<file path="src/rtl/nfda_pkg.sv">
// Shared types and constants of the next-fit descriptor allocator.
// No dependencies; used by the channel interfaces and the top level.
package nfda_pkg;

    localparam int SLOTS_DEF = 64;

    localparam int FUNC_W    = 3;
    localparam int FD_W      = 11;
    localparam int HANDLE_W  = 32;
    localparam int BASE_W    = 10;
    localparam int STATUS_W  = 2;
    localparam int CNT_OUT_W = 7;

    localparam int APB_AW = 3;
    localparam int APB_DW = 32;

    localparam logic [APB_AW-1:0] REG_FD_BASE = APB_AW'(0);

    typedef enum logic [FUNC_W-1:0] {
        FN_ALLOC  = 3'd0,
        FN_FREE   = 3'd1,
        FN_LOOKUP = 3'd2,
        FN_FIND   = 3'd3,
        FN_CLEAR  = 3'd4
    } t_func;

    typedef enum logic [STATUS_W-1:0] {
        ST_OK   = 2'd0,
        ST_BAD  = 2'd1,
        ST_FULL = 2'd2
    } t_status;

    typedef struct packed {
        logic [STATUS_W-1:0]  status;
        logic [FD_W-1:0]      fd_out;
        logic [HANDLE_W-1:0]  handle_out;
        logic                 released;
        logic [CNT_OUT_W-1:0] open_count;
    } t_res;

endpackage

</file>
<file path="src/rtl/nfda_req_if.sv">
// Request channel of the descriptor allocator: valid/ready plus request fields.
// Depends on nfda_pkg.
interface nfda_req_if import nfda_pkg::*; ();
    logic                valid;
    logic                ready;
    logic [FUNC_W-1:0]   func;
    logic [FD_W-1:0]     fd;
    logic [HANDLE_W-1:0] handle;

    modport source (output valid, func, fd, handle, input ready);
    modport sink   (input valid, func, fd, handle, output ready);
endinterface

</file>
<file path="src/rtl/nfda_rsp_if.sv">
// Response channel of the descriptor allocator: valid/ready plus result fields.
// Depends on nfda_pkg.
interface nfda_rsp_if import nfda_pkg::*; ();
    logic                 valid;
    logic                 ready;
    logic [STATUS_W-1:0]  status;
    logic [FD_W-1:0]      fd_out;
    logic [HANDLE_W-1:0]  handle_out;
    logic                 released;
    logic [CNT_OUT_W-1:0] open_count;

    modport source (output valid, status, fd_out, handle_out, released, open_count,
                    input ready);
    modport sink   (input valid, status, fd_out, handle_out, released, open_count,
                    output ready);
endinterface

</file>
<file path="src/rtl/next_fit_descriptor_allocator_unit.sv">
// Next-fit descriptor allocator: slot table in one synchronous memory, scan sequencer.
// Depends on nfda_pkg, nfda_req_if and nfda_rsp_if.
//
//   channel  | direction | handshake          | payload
//   i_req    | in        | valid/ready        | func, fd, handle
//   o_rsp    | out       | valid/ready        | status, fd_out, handle_out, released, open_count
//   apb      | in        | psel/penable/pready| paddr, pwdata, prdata (fd_base at 0)
//
// Free and lookup read the addressed slot, then respond; alloc scans from the
// rotating pointer to the first free slot; find scans the table from slot 0. Both walk
// the table one memory read per cycle. Clear sweeps every slot of the table.
// After reset a sweep clears the used bits before the first request is accepted.
// A response waiting on o_rsp holds the next result, not the next request.
module next_fit_descriptor_allocator_unit
    import nfda_pkg::*;
#(
    parameter int SLOTS = SLOTS_DEF
) (
    input  logic              i_clk,
    input  logic              i_rst_n,
    nfda_req_if.sink          i_req,
    nfda_rsp_if.source        o_rsp,
    input  logic              psel,
    input  logic              penable,
    input  logic              pwrite,
    input  logic [APB_AW-1:0] paddr,
    input  logic [APB_DW-1:0] pwdata,
    output logic [APB_DW-1:0] prdata,
    output logic              pready
);

    localparam int SW = (SLOTS > 1) ? $clog2(SLOTS) : 1;
    localparam int CW = $clog2(SLOTS + 1);
    localparam int MW = HANDLE_W + 1;
    localparam logic [SW-1:0] LAST     = SW'(SLOTS - 1);
    localparam logic [CW-1:0] FULL_CNT = CW'(SLOTS);

    typedef enum logic [4:0] {
        S_INIT = 5'b00001,
        S_IDLE = 5'b00010,
        S_READ = 5'b00100,
        S_SCAN = 5'b01000,
        S_RESP = 5'b10000
    } t_state;

    t_state              r_state, n_state;
    logic [BASE_W-1:0]   r_fd_base;
    logic [SW-1:0]       r_next, n_next;
    logic [CW-1:0]       r_used, n_used;
    logic [SW-1:0]       r_ptr, n_ptr;
    logic [CW-1:0]       r_cnt, n_cnt;
    logic                r_chk_vld, n_chk_vld;
    logic                r_clr_op, n_clr_op;
    logic                r_out_vld, n_out_vld;
    logic [SW-1:0]       r_chk, n_chk;
    logic [SW-1:0]       r_slot, n_slot;
    logic [FUNC_W-1:0]   r_func, n_func;
    logic [HANDLE_W-1:0] r_handle, n_handle;
    t_res                r_res, n_res;
    t_res                r_out, n_out;

    logic [MW-1:0]       r_mem [SLOTS];
    logic [MW-1:0]       r_rd_data;
    logic [SW-1:0]       rd_addr;
    logic                wr_en;
    logic [SW-1:0]       wr_addr;
    logic [MW-1:0]       wr_data;

    logic                in_fire;
    logic [FD_W:0]       fd_diff;
    logic                fd_ok;
    logic [SW-1:0]       fd_slot;
    logic                rd_used;
    logic [HANDLE_W-1:0] rd_handle;
    logic                hit;
    logic [SW-1:0]       ptr_inc;
    logic [SW-1:0]       chk_inc;
    logic                cfg_wr;

    assign i_req.ready = (r_state == S_IDLE);
    assign in_fire     = i_req.valid && (r_state == S_IDLE);

    assign fd_diff = {1'b0, i_req.fd} - (FD_W + 1)'(r_fd_base);
    assign fd_ok   = !fd_diff[FD_W] && (fd_diff < (FD_W + 1)'(SLOTS));
    assign fd_slot = fd_diff[SW-1:0];

    assign rd_used   = r_rd_data[MW-1];
    assign rd_handle = r_rd_data[HANDLE_W-1:0];
    assign ptr_inc   = (r_ptr == LAST) ? '0 : r_ptr + SW'(1);
    assign chk_inc   = (r_chk == LAST) ? '0 : r_chk + SW'(1);
    assign hit       = (r_func == FN_ALLOC) ? !rd_used
                                            : (rd_used && (rd_handle == r_handle));

    assign cfg_wr = psel && penable && pwrite;
    assign pready = 1'b1;
    assign prdata = (paddr[APB_AW-1:2] == REG_FD_BASE[APB_AW-1:2])
                  ? APB_DW'(r_fd_base) : '0;

    always_comb begin
        n_state   = r_state;
        n_next    = r_next;
        n_used    = r_used;
        n_ptr     = r_ptr;
        n_cnt     = r_cnt;
        n_chk_vld = r_chk_vld;
        n_clr_op  = r_clr_op;
        n_chk     = r_chk;
        n_slot    = r_slot;
        n_func    = r_func;
        n_handle  = r_handle;
        n_res     = r_res;
        n_out     = r_out;
        n_out_vld = r_out_vld;
        rd_addr   = r_ptr;
        wr_en     = 1'b0;
        wr_addr   = r_ptr;
        wr_data   = '0;

        if (r_out_vld && o_rsp.ready) begin
            n_out_vld = 1'b0;
        end

        case (r_state)
            S_INIT: begin
                wr_en = 1'b1;
                n_ptr = ptr_inc;
                if (r_ptr == LAST) begin
                    if (r_clr_op) begin
                        n_clr_op   = 1'b0;
                        n_next     = '0;
                        n_used     = '0;
                        n_res      = '0;
                        n_res.status = ST_OK;
                        n_state    = S_RESP;
                    end else begin
                        n_state = S_IDLE;
                    end
                end
            end
            S_IDLE: begin
                if (in_fire) begin
                    n_func           = i_req.func;
                    n_handle         = i_req.handle;
                    n_res            = '0;
                    n_res.status     = ST_BAD;
                    n_res.open_count = CNT_OUT_W'(r_used);
                    n_state          = S_RESP;
                    case (t_func'(i_req.func))
                        FN_ALLOC: begin
                            if (i_req.handle != '0) begin
                                if (r_used == FULL_CNT) begin
                                    n_res.status = ST_FULL;
                                end else begin
                                    n_ptr     = r_next;
                                    n_cnt     = '0;
                                    n_chk_vld = 1'b0;
                                    n_state   = S_SCAN;
                                end
                            end
                        end
                        FN_FREE, FN_LOOKUP: begin
                            if (fd_ok) begin
                                rd_addr = fd_slot;
                                n_slot  = fd_slot;
                                n_state = S_READ;
                            end
                        end
                        FN_FIND: begin
                            if (i_req.handle != '0) begin
                                n_ptr     = '0;
                                n_cnt     = '0;
                                n_chk_vld = 1'b0;
                                n_state   = S_SCAN;
                            end
                        end
                        FN_CLEAR: begin
                            n_clr_op = 1'b1;
                            n_ptr    = '0;
                            n_state  = S_INIT;
                        end
                        default: begin
                            n_state = S_RESP;
                        end
                    endcase
                end
            end
            S_READ: begin
                if (rd_used) begin
                    n_res.status     = ST_OK;
                    n_res.handle_out = rd_handle;
                    if (r_func == FN_FREE) begin
                        wr_en            = 1'b1;
                        wr_addr          = r_slot;
                        n_res.released   = 1'b1;
                        n_used           = r_used - CW'(1);
                        n_res.open_count = CNT_OUT_W'(r_used - CW'(1));
                    end
                end
                n_state = S_RESP;
            end
            S_SCAN: begin
                if (r_cnt != FULL_CNT) begin
                    n_ptr     = ptr_inc;
                    n_cnt     = r_cnt + CW'(1);
                    n_chk     = r_ptr;
                    n_chk_vld = 1'b1;
                end else begin
                    n_chk_vld = 1'b0;
                end
                if (r_chk_vld) begin
                    if (hit) begin
                        n_res.status = ST_OK;
                        n_res.fd_out = FD_W'(r_chk) + FD_W'(r_fd_base);
                        if (r_func == FN_ALLOC) begin
                            wr_en            = 1'b1;
                            wr_addr          = r_chk;
                            wr_data          = {1'b1, r_handle};
                            n_used           = r_used + CW'(1);
                            n_res.open_count = CNT_OUT_W'(r_used + CW'(1));
                            n_next           = chk_inc;
                        end
                        n_state = S_RESP;
                    end else if (r_cnt == FULL_CNT) begin
                        n_state = S_RESP;
                    end
                end
            end
            S_RESP: begin
                if (!r_out_vld || o_rsp.ready) begin
                    n_out     = r_res;
                    n_out_vld = 1'b1;
                    n_state   = S_IDLE;
                end
            end
            default: begin
                n_state = S_IDLE;
            end
        endcase
    end

    always_ff @(posedge i_clk) begin
        if (!i_rst_n) begin
            r_state   <= S_INIT;
            r_fd_base <= '0;
            r_next    <= '0;
            r_used    <= '0;
            r_ptr     <= '0;
            r_cnt     <= '0;
            r_chk_vld <= 1'b0;
            r_clr_op  <= 1'b0;
            r_out_vld <= 1'b0;
        end else begin
            r_state   <= n_state;
            r_next    <= n_next;
            r_used    <= n_used;
            r_ptr     <= n_ptr;
            r_cnt     <= n_cnt;
            r_chk_vld <= n_chk_vld;
            r_clr_op  <= n_clr_op;
            r_out_vld <= n_out_vld;
            if (cfg_wr && (paddr[APB_AW-1:2] == REG_FD_BASE[APB_AW-1:2])) begin
                r_fd_base <= pwdata[BASE_W-1:0];
            end
        end
    end

    always_ff @(posedge i_clk) begin
        r_chk    <= n_chk;
        r_slot   <= n_slot;
        r_func   <= n_func;
        r_handle <= n_handle;
        r_res    <= n_res;
        r_out    <= n_out;
    end

    always_ff @(posedge i_clk) begin
        if (wr_en) begin
            r_mem[wr_addr] <= wr_data;
        end
        r_rd_data <= r_mem[rd_addr];
    end

    assign o_rsp.valid      = r_out_vld;
    assign o_rsp.status     = r_out.status;
    assign o_rsp.fd_out     = r_out.fd_out;
    assign o_rsp.handle_out = r_out.handle_out;
    assign o_rsp.released   = r_out.released;
    assign o_rsp.open_count = r_out.open_count;

endmodule

</file>
<file path="src/flat_wrapper.sv">
// flat-port wrapper written by rule: the top's interface ports become plain ports
module next_fit_descriptor_allocator_unit_flat import nfda_pkg::*;
#(
    parameter int SLOTS = SLOTS_DEF
)
  (i_clk, i_rst_n, psel, penable, pwrite, paddr, pwdata, prdata, pready, i_req_valid, i_req_func, i_req_fd, i_req_handle, i_req_ready, o_rsp_valid, o_rsp_status, o_rsp_fd_out, o_rsp_handle_out, o_rsp_released, o_rsp_open_count, o_rsp_ready);
  nfda_req_if i_req_i ();
  nfda_rsp_if o_rsp_i ();
  input  logic i_clk;
  input  logic i_rst_n;
  input  logic psel;
  input  logic penable;
  input  logic pwrite;
  input  logic [APB_AW-1:0] paddr;
  input  logic [APB_DW-1:0] pwdata;
  output logic [APB_DW-1:0] prdata;
  output logic pready;
  input wire logic [$bits(i_req_i.valid)-1:0] i_req_valid;
  input wire logic [$bits(i_req_i.func)-1:0] i_req_func;
  input wire logic [$bits(i_req_i.fd)-1:0] i_req_fd;
  input wire logic [$bits(i_req_i.handle)-1:0] i_req_handle;
  output wire logic [$bits(i_req_i.ready)-1:0] i_req_ready;
  output wire logic [$bits(o_rsp_i.valid)-1:0] o_rsp_valid;
  output wire logic [$bits(o_rsp_i.status)-1:0] o_rsp_status;
  output wire logic [$bits(o_rsp_i.fd_out)-1:0] o_rsp_fd_out;
  output wire logic [$bits(o_rsp_i.handle_out)-1:0] o_rsp_handle_out;
  output wire logic [$bits(o_rsp_i.released)-1:0] o_rsp_released;
  output wire logic [$bits(o_rsp_i.open_count)-1:0] o_rsp_open_count;
  input wire logic [$bits(o_rsp_i.ready)-1:0] o_rsp_ready;
  assign i_req_i.valid = i_req_valid;
  assign i_req_i.func = i_req_func;
  assign i_req_i.fd = i_req_fd;
  assign i_req_i.handle = i_req_handle;
  assign i_req_ready = i_req_i.ready;
  assign o_rsp_valid = o_rsp_i.valid;
  assign o_rsp_status = o_rsp_i.status;
  assign o_rsp_fd_out = o_rsp_i.fd_out;
  assign o_rsp_handle_out = o_rsp_i.handle_out;
  assign o_rsp_released = o_rsp_i.released;
  assign o_rsp_open_count = o_rsp_i.open_count;
  assign o_rsp_i.ready = o_rsp_ready;
  next_fit_descriptor_allocator_unit #(.SLOTS(SLOTS)) u_core (.i_clk(i_clk), .i_rst_n(i_rst_n), .i_req(i_req_i), .o_rsp(o_rsp_i), .psel(psel), .penable(penable), .pwrite(pwrite), .paddr(paddr), .pwdata(pwdata), .prdata(prdata), .pready(pready));
endmodule
</file>
<file path="config.mk">
export PLATFORM = sky130hd
export DESIGN_NAME = next_fit_descriptor_allocator_unit_flat
export DESIGN_NICKNAME = d
export VERILOG_FILES = /design/src/rtl/nfda_pkg.sv /design/src/rtl/nfda_req_if.sv /design/src/rtl/nfda_rsp_if.sv /design/src/rtl/next_fit_descriptor_allocator_unit.sv /design/src/flat_wrapper.sv
export SDC_FILE = /design/constraint.sdc
export NUM_CORES = 2
export LEC_CHECK = 0
export ABC_CLOCK_PERIOD_IN_PS = 9600
export BUFFER_PORTS_ARGS = -buffer_cell sky130_fd_sc_hd__buf_2
export CAP_MARGIN = 25
export CORE_ASPECT_RATIO = 0.7
export CORE_MARGIN = 2
export CORE_UTILIZATION = 40
export CTS_CLUSTER_DIAMETER = 50
export DETAILED_ROUTE_END_ITERATION = 16
export GPL_TIMING_DRIVEN = 0
export PLACE_DENSITY_LB_ADDON = 0.05
export SLEW_MARGIN = 20
export SYNTH_ARGS = -nofsm -noshare
export SYNTH_HDL_FRONTEND = slang
export SYNTH_SLANG_ARGS = --single-unit
</file>
<file path="constraint.sdc">
create_clock -name i_clk -period 9.6 [get_ports i_clk]
set_clock_uncertainty 0.05 [all_clocks]
set_input_delay 0 -clock i_clk [delete_from_list [all_inputs] [get_ports i_clk]]
set_output_delay 0 -clock i_clk [all_outputs]
set_load 0.05 [all_outputs]
</file>
Word level (Yosys, flattened, before mapping)
Memory sizes are Yosys's and may differ from the RTL's. A register that Yosys moved wholly into a read port is not among the register bits.
Index checks and enable logic that the tools add are counted.
{ "classes": {"n_reduce_logical": 38, "n_eq_ne": 33, "bitwise_logic": 1, "mux": 96, "n_lt_le_gt_ge": 1, "addsub": 7} }
{ "op_table": {"columns": ["operator", "n"], "rows": [
  ["$mux W53", 3],
  ["$mux W33", 4],
  ["$mux W6", 21],
  ["$pmux W33 S3", 1],
  ["$mux W7", 12],
  ["$mux W5", 11],
  ["$mux W40", 1],
  ["$pmux W6 S3", 2],
  ["$pmux W11 S3", 1],
  ["$eq A32 B32 Y1", 1],
  ["$reduce_bool A32 Y1", 1],
  ["$pmux W7 S2", 2],
  ["$pmux W7 S4", 1],
  ["$mux W13", 2],
  ["$pmux W5 S5", 1],
  ["$pmux W6 S2", 2],
  ["$reduce_and A6 Y1", 4],
  ["$ne A2 B1 Y1 const B", 11],
  ["$pmux W7 S3", 1],
  ["$reduce_and A7 Y1", 3],
  ["$pmux W5 S4", 1],
  ["$mux W1", 19],
  ["$add A7 B1 Y7 const B", 2],
  ["$eq A7 B7 Y1 const B", 2],
  ["other kinds (39)", 67]
]} }
{ "word_totals": {"ram_bits": 2112, "out_inout_bits": 88, "memories": 1, "ff_bits": 197, "input_bits": 88} }
{ "mem_list": {"columns": ["memory", "words", "width", "rd", "rd_clocked_by_memory_dff", "wr", "line", "rtl"], "rows": [
  ["u_core.r_mem", 64, 33, 1, 1, 1, "next_fit_descriptor_allocator_unit.sv:62", "logic [MW-1:0] r_mem [SLOTS];"]
]} }

Longest topological paths before layout
{ "logic_depth": {"word_depth": 8, "mapped_depth": 20, "ltp_nobuf": 15} }

Worst setup path after synthesis
No wires, ideal clock.
{ "synth_path": {"kind": "flip-flop to flip-flop", "startpoint": "register u_core.r_ptr[1]", "endpoint": "register u_core.r_res[7] (netlist bit), enable pin", "synth_period_minus_slack_ps": 4541, "t_arrival_ps": 4185, "path_slack_ps": 5059, "required_time_ps": 9244, "stages_incl_launch_ff": 8, "path_cell_list": "dfxtp_1 ha_1 nand3_1 o21ai_0 o21ai_0 a21o_1 a211oi_1 nor2b_1"} }
{ "synth_between": {"elab_chain_len": 3} }
{ "synth_lines": {"columns": ["item", "line", "rtl"], "rows": [
  ["start, declared", "next_fit_descriptor_allocator_unit.sv:50", "logic [SW-1:0] r_ptr, n_ptr;"],
  ["start signal, assigned", "next_fit_descriptor_allocator_unit.sv:256", "r_ptr <= n_ptr;"],
  ["$eq A6 B6 Y1", "next_fit_descriptor_allocator_unit.sv:127", "if (r_ptr == LAST) begin"],
  ["$ne A2 B1 Y1 (no source line)", null, null],
  ["$reduce_and A6 Y1 (no source line)", null, null],
  ["end signal, assigned", "next_fit_descriptor_allocator_unit.sv:272", "r_res <= n_res;"],
  ["end, declared", "next_fit_descriptor_allocator_unit.sv:59", "t_res r_res, n_res;"]
]} }
No other way between the ends.
A chain may end at the register's enable or synchronous reset.

Worst setup path in the final report
{ "layout_path": {"startpoint": "register u_core.r_fd_base[0]", "endpoint": "register u_core.r_rd_data[5], read port of u_core.r_mem"} }
{ "layout_between": {"elab_chain_len": 7, "elab_cells_between_ends": 8, "classes_between": "1 x add/sub; 1 x order compare; 4 x mux; 2 x reduce/logical"} }
{ "layout_lines": {"columns": ["item", "line", "rtl"], "rows": [
  ["start, declared", "next_fit_descriptor_allocator_unit.sv:47", "logic [BASE_W-1:0] r_fd_base;"],
  ["start signal, assigned", "next_fit_descriptor_allocator_unit.sv:262", "r_fd_base <= pwdata[BASE_W-1:0];"],
  ["$sub A11 B10 Y12 (*)", "next_fit_descriptor_allocator_unit.sv:83", "assign fd_diff = {1'b0, i_req.fd} - (FD_W + 1)'(r_fd_base);"],
  ["$lt A12 B7 Y1 / $logic_not A1 Y1 (equally long branches)", "next_fit_descriptor_allocator_unit.sv:84", "assign fd_ok = !fd_diff[FD_W] && (fd_diff < (FD_W + 1)'(SLOTS));"],
  ["$logic_and A1 B1 Y1", "next_fit_descriptor_allocator_unit.sv:84", null],
  ["$mux W6 (*)", "next_fit_descriptor_allocator_unit.sv:162", "if (fd_ok) begin"],
  ["$mux W6 (*)", "next_fit_descriptor_allocator_unit.sv:148", "case (t_func'(i_req.func))"],
  ["$mux W6 (*)", "next_fit_descriptor_allocator_unit.sv:141", "if (in_fire) begin"],
  ["$mux W6 (*)", "next_fit_descriptor_allocator_unit.sv:123", "case (r_state)"],
  ["end, declared", "next_fit_descriptor_allocator_unit.sv:63", "logic [MW-1:0] r_rd_data;"]
]} }
Mark *: on every way between the ends. The rest lies on a longest branch, timed or not.

==> run metrics <==
r2r worst-path depth 15; DR iter-0 viols 11402; RSZ-0062 raised after global routing no; Via density 6.27; total of max-cap violations 0; CTS Buf Count 239; Worst Hold End u_core.r_slot[3]; clock sink total 2342; top-area cell type share of the netlist area 72.7%; Initial Util 40.2%; ANT nets after route 0; Area Overhead vs Synth 20.4%; Final Net Count 7658; leading area contributor after synthesis edfxtp_1; GRT Total Usage 33.4%; Power Density 227 nW/um^2; PostCTS Resize Cnt 0; Hold Path Depth 5; Die Ht 409 microns; Worst Tran Pin Value 1.35 ns; worst-case clock buffer depth 4; H-tree levels 4; Final min period 7.68 ns; met2 usage 43.7%; Critical Path RT 10.18 ns; largest net degree at the start of global routing 56; YS warnings 0; asr flop ratio synth 0%; die area 238000 sq um; Leakage 38.7 nW; layout cells sized above 1 13.8%; r2r setup slk 1.92 ns; CP max stage cell mux2i_1; sw power 8.01 mW; gpl congestion 0.955; worst r2r src u_core.r_fd_base[0]; reg2reg end u_core.r_rd_data[5]; Pins Over Slew Limit 0; Seq pwr share 44.9%; Post-CTS Setup Inserts 0; hold wc startpoint i_req_fd[3]; worst hold path type input pin to flop; DRC viols 0; switch share 31.3%; Seq cells post-synth 2342; peak supply drop 0.000149 V; Top Usage Layer GRT met1; Max Freq 0.130 GHz; CTS clock-pin slew for the worst setup and hold paths 0.06 ns; slowest cell delay on critical path 0.93 ns; clk root buf clkbuf_16; vias in the first global route 61085; DP Wirelength 288000 microns; port bufs 128; Slew Limit Headroom 8.98%; die width 582 microns; Comb pwr share 18.9%; Final Cycle Share 80.0%; IO Count 176; Non-Filler Instances 10830; Syn Area/Cell 13.8 sq um; Clock Latency Late Sink 0.93 ns; antenna violations before repair 58; cell family with most CP delay compound AO/OA/AOI/OAI gates; critical path class flop to flop; grt total ovfl 0; Fin Setup TNS 0 ns; met1 usage 51.0%; critical path fanouts, max 10; Inst Count DP 10239; fin util 48.4%; Vias 67881; Hold Violations, Final 0; sequential area share after synthesis 74.3%; mapped cell area 93600 sq um; crit end category flop; # fillers 20182; CP bufs+invs 3; status finished, final reports clean; # hold bufs at CTS 125; drt pass-1 iters 6; Synth Flop Type edfxtp_1; endpoints failing setup 0; first-pass GRT wire length 541000 microns; Core Region 233000 sq um; ranking of synthesized cells by area edfxtp_1 (73%), nand3_1 (4.0%), a21oi_1 (3.0%), o21ai_0 (3.0%), nand2_1 (2.9%); total power 25.6 mW; CTS tree yes; Power Internal 17.6 mW; critical path startpoint category flop; Core Rows 148; critical path data arrival time 8.25 ns; CP cell instances ha_1 > inv_1 > fa_1 > a211oi_1 > o21ai_2 > a2bb2oi_1 > nor3_2 > nand3_1 > a2111oi_4 > mux2i_1 > clkbuf_2 > clkbuf_1 > a221oi_1 > a22oi_1 > nand4_1; met3 Usage GRT 12.1%; clock power share 36.2%; WL/cell 37.6 microns; Syn Inst Count 6789; Netlist cell types 73; final WL 407000 microns; Post-synth EDFFs 2265
sequential cells by signal, summed over array words and instances (netlist names), 7 cells and up:
register and count:
u_core.o_rsp.fd_out 11, u_core.o_rsp.handle_out 32, u_core.o_rsp.open_count 7, u_core.r_cnt 7, u_core.r_fd_base 10, u_core.r_handle 32, u_core.r_mem 2112, u_core.r_rd_data 33
u_core.r_res 53, u_core.r_used 7
cells in the final DEF (no fill, tap or decap), types with 85 or more instances in the layout:
cell | synthesis | final
edfxtp_1 | 2265 | 2265
nand3_1 | 749 | 749
nand2_1 | 729 | 729
a21oi_1 | 568 | 567
o21ai_0 | 556 | 555
clkbuf_1 | 321 | 359
buf_2 | 129 | 268
clkbuf_16 | 0 | 249
mux2i_1 | 142 | 142
a31oi_1 | 137 | 136
dlygate4sd3_1 | 0 | 125
nand4_1 | 110 | 110
buf_12 | 0 | 86
buf_4 | 45 | 85
kinds of logic after synthesis:
logic type      after synthesis  synth area share, %
flops                      2342                 74.3
simple gates               2009                 10.2
compound gates             1633                 10.2
buf+inv                     575                 2.67
mux                         148                 1.63
xor+xnor                     55                0.515
fa+ha+maj                    25                0.350
other cells                   2              0.00803
cells in the mapped netlist, types with 6 or more instances:
cell,count
mux2i_1,142
o21ai_1,7
nand2_1,729
a21o_1,14
buf_2,129
and3_1,73
xor2_1,23
o21ai_0,556
ha_1,23
nand3_1,749
nor3_1,18
nand2b_1,11
and4_1,35
xnor2_1,32
nand4_1,110
a22oi_1,33
o41ai_1,132
a221oi_1,70
a31oi_1,137
inv_1,34
or3_1,6
a211oi_1,72
nand3b_1,8
dfxtp_1,77
nor4_1,19
nor2b_1,18
buf_4,45
a21oi_1,568
edfxtp_1,2265
nor2_1,138
buf_1,43
clkbuf_1,321
a222oi_1,6
and2_1,75
tightest hold or removal path: stages:
cell and delay [ns]:
buf_2 0.11, ha_1 0.20, o21a_1 0.13, o31a_1 0.18, a21oi_1 0.17
through the flow:
step,hold slack [ns],setup WS (ns),instance area [sq um]
3_3_place_gp,0.148,-0.232,98100
2_1_floorplan,0.0489,5.06,93700
4_1_cts,0.0251,2.28,112000
6_report,0.0852,1.92,113000
3_5_place_dp,0.148,2.28,104000
5_1_grt,0.122,1.84,113000
routing by layer:
layer | vias up | part of all wire, %
met5 | - | 0.056
met4 | 38 | 3.4
met3 | 566 | 15
met2 | 4686 | 39
met1 | 34896 | 43
li1 | 27695 | -
worst max path at each step:
stage                        startpoint  cells past startpoint  slack, ns              endpoint
floorplan               u_core.r_ptr[1]                      7       5.06       u_core.r_res[7]
global placement       u_core.r_func[0]                      5      -0.23  u_core.r_mem[20][23]
detailed placement  u_core.r_fd_base[0]                     15       2.28  u_core.r_rd_data[24]
CTS                 u_core.r_fd_base[0]                     15       2.28  u_core.r_rd_data[24]
global route        u_core.r_fd_base[0]                     15       1.84   u_core.r_rd_data[5]
finish              u_core.r_fd_base[0]                     15       1.92   u_core.r_rd_data[5]
power by group through the flow:
stage / Combinational (mW) / Clock [mW] / Sequential (mW)
3_5_place_dp: 4.55 / 0 / 11.7
3_3_place_gp: 4.20 / 0 / 11.7
2_1_floorplan: 1.89 / 0 / 11.6
5_1_grt: 4.88 / 9.66 / 11.5
6_report: 4.84 / 9.26 / 11.5
4_1_cts: 4.60 / 9.28 / 11.5
cell type report:
type                    instances  area, sq um  area share, %
inverters                      35          131          0.117
clock buffers                 308         6470           5.75
multi-input cells            3893        22700           20.1
flip-flops and latches       2342        69600           61.8
clock inverters               118          980          0.870
plain buffers                 540         2390           2.13
repair buffers                494         6500           5.78
well taps                    3075         3850           3.42
diodes                         25         62.6         0.0555
Power figures use the tool's default switching activity.
